File: src/rtl/core/srs_pkg.sv
// ----------------------------------------------------------------------------
// srs_pkg
// Types and constants shared by the reconvergence stack modules.
// ----------------------------------------------------------------------------
`default_nettype none

package srs_pkg;

   localparam int FIELD_W     = 32;
   localparam int ACTION_W    = 3;
   localparam int IDX_W       = 5;
   localparam int STATUS_W    = 2;
   localparam int DEPTH_OUT_W = 6;
   localparam int LANE_COUNT  = 32;
   localparam int LANE_CMP_W  = 6;
   localparam int QUEUE_DEPTH = 2;
   localparam int QPTR_W      = $clog2(QUEUE_DEPTH);
   localparam int QCNT_W      = $clog2(QUEUE_DEPTH + 1);

   typedef enum logic [ACTION_W-1:0] {
      ACT_PUSH  = 3'd0,
      ACT_POP   = 3'd1,
      ACT_PEEK  = 3'd2,
      ACT_READ  = 3'd3,
      ACT_CHECK = 3'd4,
      ACT_CLEAR = 3'd5
   } action_type;

   typedef enum logic [STATUS_W-1:0] {
      ST_OK       = 2'd0,
      ST_OVERFLOW = 2'd1,
      ST_EMPTY    = 2'd2,
      ST_RANGE    = 2'd3
   } status_type;

   typedef enum logic [2:0] {
      OP_NOP   = 3'd0,
      OP_PUSH  = 3'd1,
      OP_POP   = 3'd2,
      OP_PEEK  = 3'd3,
      OP_READ  = 3'd4,
      OP_CHECK = 3'd5,
      OP_CLEAR = 3'd6
   } op_kind_type;

   typedef enum logic {
      BK_IDLE = 1'b0,
      BK_EXEC = 1'b1
   } back_state_type;

   typedef struct packed {
      logic [FIELD_W-1:0] br_pc;
      logic [FIELD_W-1:0] reconv_pc;
      logic [FIELD_W-1:0] lane_mask;
      logic [FIELD_W-1:0] ret_pc;
   } frame_type;

   typedef struct packed {
      op_kind_type        kind;
      frame_type          frame;
      logic [IDX_W-1:0]   read_index;
      logic               lane_in_warp;
      logic [IDX_W-1:0]   lane_index;
      logic [FIELD_W-1:0] lane_pc;
      logic               lane_exited;
      logic               last_lane;
   } op_type;

   typedef struct packed {
      status_type             status;
      frame_type              frame;
      logic [DEPTH_OUT_W-1:0] depth;
      logic                   empty;
      logic                   converged;
      logic                   popped;
   } res_type;

endpackage

`default_nettype wire

File: src/rtl/core/srs_queue.sv
// ----------------------------------------------------------------------------
// srs_queue
// Small FIFO of decoded operations between the front end and the executor.
// ----------------------------------------------------------------------------
`default_nettype none

module srs_queue (
   input  wire logic            clock,
   input  wire logic            reset,
   input  wire logic            push,
   input  wire srs_pkg::op_type push_item,
   output logic                 full,
   input  wire logic            pop,
   output logic                 valid,
   output srs_pkg::op_type      item
);

   srs_pkg::op_type                 slot_ff [srs_pkg::QUEUE_DEPTH];
   logic [srs_pkg::QPTR_W-1:0]      wr_ptr_ff, wr_ptr_in;
   logic [srs_pkg::QPTR_W-1:0]      rd_ptr_ff, rd_ptr_in;
   logic [srs_pkg::QCNT_W-1:0]      count_ff, count_in;

   assign full  = count_ff == srs_pkg::QCNT_W'(srs_pkg::QUEUE_DEPTH);
   assign valid = count_ff != '0;
   assign item  = slot_ff[rd_ptr_ff];

   always_comb begin
      wr_ptr_in = push ? wr_ptr_ff + 1'b1 : wr_ptr_ff;
      rd_ptr_in = pop  ? rd_ptr_ff + 1'b1 : rd_ptr_ff;
      count_in  = count_ff;
      if (push && !pop) begin
         count_in = count_ff + 1'b1;
      end else if (pop && !push) begin
         count_in = count_ff - 1'b1;
      end
   end

   always_ff @(posedge clock) begin
      if (reset) begin
         wr_ptr_ff <= '0;
         rd_ptr_ff <= '0;
         count_ff  <= '0;
      end else begin
         wr_ptr_ff <= wr_ptr_in;
         rd_ptr_ff <= rd_ptr_in;
         count_ff  <= count_in;
      end
   end

   always_ff @(posedge clock) begin
      if (push) begin
         slot_ff[wr_ptr_ff] <= push_item;
      end
   end

endmodule

`default_nettype wire

File: config.mk
export PLATFORM = sky130hd
export DESIGN_NAME = srs_queue
export DESIGN_NICKNAME = d
export VERILOG_FILES = /design/src/rtl/core/srs_pkg.sv /design/src/rtl/core/srs_queue.sv
export SDC_FILE = /design/constraint.sdc
export NUM_CORES = 1
export LEC_CHECK = 0
export ABC_AREA = 1
export BUFFER_PORTS_ARGS = -buffer_cell sky130_fd_sc_hd__buf_4
export CAP_MARGIN = 20
export CORE_MARGIN = 2
export CORE_UTILIZATION = 51
export CTS_BUF_LIST = sky130_fd_sc_hd__clkbuf_16
export CTS_CLUSTER_DIAMETER = 80
export CTS_CLUSTER_SIZE = 24
export DETAILED_ROUTE_END_ITERATION = 12
export PLACE_DENSITY = 0.77
export SYNTH_ARGS = -nofsm -noshare
export SYNTH_HDL_FRONTEND = slang
export SYNTH_SLANG_ARGS = --single-unit
File: constraint.sdc
create_clock -name clock -period 12.7 [get_ports clock]
set_clock_uncertainty 0.2 [all_clocks]
set_input_delay 2.54 -clock clock [delete_from_list [all_inputs] [get_ports clock]]
set_output_delay 2.54 -clock clock [all_outputs]
set_load 0.05 [all_outputs]
Word-level counts from Yosys, hierarchy flattened
Memories as Yosys holds them, arrays and structs flattened. A register that Yosys moved wholly into a read port is not among the register bits.
Cells that the tools add are included.
{"block": "totals", "mem_count": 1, "mem_bits_rw": 352, "output_inout_bits": 178, "in_bits": 180, "regBits": 4, "wordCells": 21}
{"block": "op_classes", "reduce_logical": 6, "addsub": 4, "mux": 6, "eq_ne": 1}
{"name": "slot_ff", "words": 2, "word_bits": 176, "rd": 1, "rd_clocked_by_memory_dff": 1, "wr": 1, "line_no": "srs_queue.sv:18", "rtl": "srs_pkg::op_type slot_ff [srs_pkg::QUEUE_DEPTH];"}
{"operator": "$mux 1", "count": 4}
{"operator": "$mux 2", "count": 2}
{"operator": "$reduce_bool 2->1", "count": 2}
{"operator": "$add 1x1->1 const B", "count": 2}
{"operator": "$add 2x1->2 const B", "count": 1}
{"operator": "$eq 2x2->1 const B", "count": 1}
{"operator": "$logic_and 1x1->1", "count": 2}
{"operator": "$logic_not 1->1", "count": 2}
{"operator": "$sub 2x1->2 const B", "count": 1}

Depth between registers and ports, before layout
{"block": "logic_depth", "depth_word": 4, "mapped_depth": 8, "depth_no_buf": 8}

Worst setup path before layout
No wires, ideal clock.
{"block": "synth_path", "kind": "input -> register", "startpoint": "input port push", "endpoint": "memory slot_ff[0][0] (netlist bit), enable pin", "path_buffers": 0, "required_time_ps": 11781, "arrival_ps": 9936, "setup_time_ps": 719, "cell_stages": 2, "slack_ps": 1844, "path_cell_list": "inv_1 > nor2_1"}
{"block": "synth_between", "elab_chain_len": 2}
{"item": "from (decl)", "line_no": "srs_queue.sv:10", "rtl": "input wire logic push,"}
{"item": "$mux 1", "line_no": "srs_queue.sv:51", "rtl": "if (push) begin"}
{"item": "$mux 1 (implied by the code)", "line_no": "srs_queue.sv:52", "rtl": "slot_ff[wr_ptr_ff] <= push_item;"}
{"item": "to (decl)", "line_no": "srs_queue.sv:18"}
Every way passes these cells.

==> impl_metrics.ini <==
[clocking]
clock_latency_ps = 500
htree_levels = 1
cts_max_path_buffers = 3
cts_tree = built
cts_root_buf = clkbuf_16
postCtsSetupRepairBufs = 0
clk_pin_slew_ps = 90
postCtsHoldBufs = 0
cts_resized = 0
clock_sinks = 357
cts_made_buffers = 18

[critical_path]
crit_top_cell = buf_4
critical_path.max_stage_delay_ps = 1060
cp_data_arrival_time_ps = 3170
worstPathCellList = buf_4 -> mux2_2 -> buf_4
cpLargestDelayFamily = buffers and inverters
critPathMaxFanout = 66
cp-end-kind = output pin
worstPathRequired_ps = 9960
worst-path-stages = 3
critPathLaunchType = flip-flop
critPathKind = reg -> out
reg2reg_depth = 3
critPathSlowestCell = dfxtp_4
path_buf_inv = 2

[placement]
placed_cell_area_um2 = 16500
globalplace.congestion = 0.753
port_buffers = 357
dp.final_hpwl_um = 17200

[detailed_routing]
vias_per_cell = 5.02
firstDrtPassIters = 4
postRouteAntennaNets = 0
drt-initial-drc-count = 412
routed-via-count = 6453
drt-total-wl_um = 25400
avgRoutedWirePerCell_um = 19.7
drc = 0

[global_routing]
grt_pass1_wl_um = 37400
grtUsageTotal_pct = 17.3
grt_max_degree = 105
grt_pass1_vias = 6691
antenna_found_initial = 0
grt-ovfl-total = 0

[final_layout]
antenna_cells = 0
final_layout_size_suffix_gt1_share_pct = 59.0
nFillCells = 1810
final_nets = 1125
multi_input_area_um2 = 2610
regArea_um2 = 10700
fin_area_um2 = 17000
area.growth.synth_to_final_pct = 25.8

[synthesis]
synth_fp_nets = 762
yosysTopAreaCellShare_pct = 78.2
synthesis.area_per_instance_um2 = 23.3
synth_cell_types = 16
yosysSeqAreaShare_pct = 79.0
ys_seq_elements = 357
synth_area_leaders = edfxtp_1, mux2_4, mux2_2
yosysWarnings = 0
synth_cells = 581
synth_top_cell_by_area = edfxtp_1
syn_area_um2 = 13500

[timing]
hold_violations = 0
period_share_pct = 46.5
slew_viol_final = 0
rsz0062_at_grt = no
min_period_ps = 5910
relSlewSlack_pct = 28.8
worst_pin_slew_ps = 1070
setup_tns_ps = 0
fmaxAchievable_mhz = 169
setup_viol = 0

[die]
row_count = 59
fp.dieArea_um2 = 27800
fp.coreArea_um2 = 26100
die_h_um = 167
die_x_um = 167
initial_core_util_pct = 51.8
num_io_pins = 358

[pwr]
switching_share_pct = 27.0
p_comb_share_pct = 20.7
sequentialPowerShare_pct = 55.3
p_int_uw = 1840
p_clk_share_pct = 24.1
p_switching_uw = 678
vdd_drop_max_v = 0.000118
power-per-cell-area_nw_per_um2 = 148
power_leakage_uw = 0.00664

[min_path]
hp-class = reg -> reg
hold-path-cell-count = 2

[outcome]
outcome = completed

[flow_run]
maxCapViolCount = 0
[layout by cell type, fill, tap and decap left out, drive strengths merged]
cell,Yosys,layout
a21oi,1,1
buf,20,363
clkbuf,0,19
clkinv,0,1
dfxtp,5,5
edfxtp,352,352
ha,1,1
inv,9,16
mux2,176,176
nand2,6,6
nand3,1,1
nand4,1,1
nor2,6,6
nor3,1,1
o21ai,1,1
xnor2,1,1
[worst register-to-register path: stages (launching register included)]
cell and delay (ps):
dfxtp_1 400, nand2_1 130, inv_6 690, buf_4 920
[sequential cells by signal (all words and copies together) (netlist names), named ones only]
register   count
count_ff       2
slot_ff      352
wr_ptr_ff      1
rd_ptr_ff      1
[per-stage QoR]
| stage | instances | hold WS [ps] | util (%) | total power, uW | setup slack, ps |
|---|---|---|---|---|---|
| floorplan | 581 | 280 | - | 1790 | 1840 |
| global placement | 1258 | 294 | 63.2 | 1930 | 7270 |
| finish | 1286 | 311 | 65.2 | 2510 | 6790 |
| detailed placement | 1258 | 293 | 63.2 | 1940 | 7270 |
| CTS | 1285 | 317 | 65.1 | 2540 | 6690 |
| global route | 1286 | 355 | 65.2 | 2600 | 6570 |
[synth_stat cells]
master / count
mux2_2: 36
buf_6: 17
nor2_1: 6
mux2_4: 140
nor3_1: 1
nand3_1: 1
o21ai_0: 1
edfxtp_1: 352
dfxtp_1: 5
nand4_1: 1
buf_2: 3
ha_1: 1
a21oi_1: 1
inv_1: 9
xnor2_1: 1
nand2_1: 6
[area by class of cell]
cell class | count | share of cell area [%]
Clock inverter | 8 | 0.177
Multi-Input combinational cell | 195 | 15.3
Clock buffer | 19 | 2.80
Inverter | 9 | 0.228
Tap cell | 335 | 2.47
Sequential cell | 357 | 62.8
Timing Repair Buffer | 363 | 16.2
[logic make-up after synthesis]
family                   Yosys count  share of synthesized area, %
multiplexers                     176                          18.6
adder cells (fa/ha/maj)            1                        0.0926
buffers and inverters             29                          1.78
XOR/XNOR                           1                        0.0648
AND/OR/NAND/NOR                   15                         0.454
AO/OA/AOI/OAI                      2                        0.0740
flip-flops                       357                          79.0
[path summary, 6_finish.rpt]
| kind | start | endpoint | slack (ps) |
|---|---|---|---|
| setup / recovery | flip-flop | item[162] | 6790 |
| hold / removal | rd_ptr_ff | flip-flop | 310 |
| setup reg to reg | wr_ptr_ff | slot_ff[1][119] | 9900 |
| hold reg to reg | rd_ptr_ff | flip-flop | 310 |
[metal layers]
| metal | share of wire (%) | wire length, um | track usage [%] |
|---|---|---|---|
| met5 | 0 | 0 | 0 |
| met4 | 2.4 | 607 | 4.95 |
| met3 | 8.2 | 2070 | 4.11 |
| met2 | 52 | 13200 | 31.3 |
| met1 | 38 | 9550 | 20.7 |
[power by group through the flow]
stage,clock network (uW),logic [uW],registers (uW)
after floorplan,0,377,1410
after global placement,0,519,1410
after detailed placement,0,523,1420
after CTS,624,524,1390
after global routing,660,541,1400
final,604,520,1390
Power figures use the tool's default switching activity.
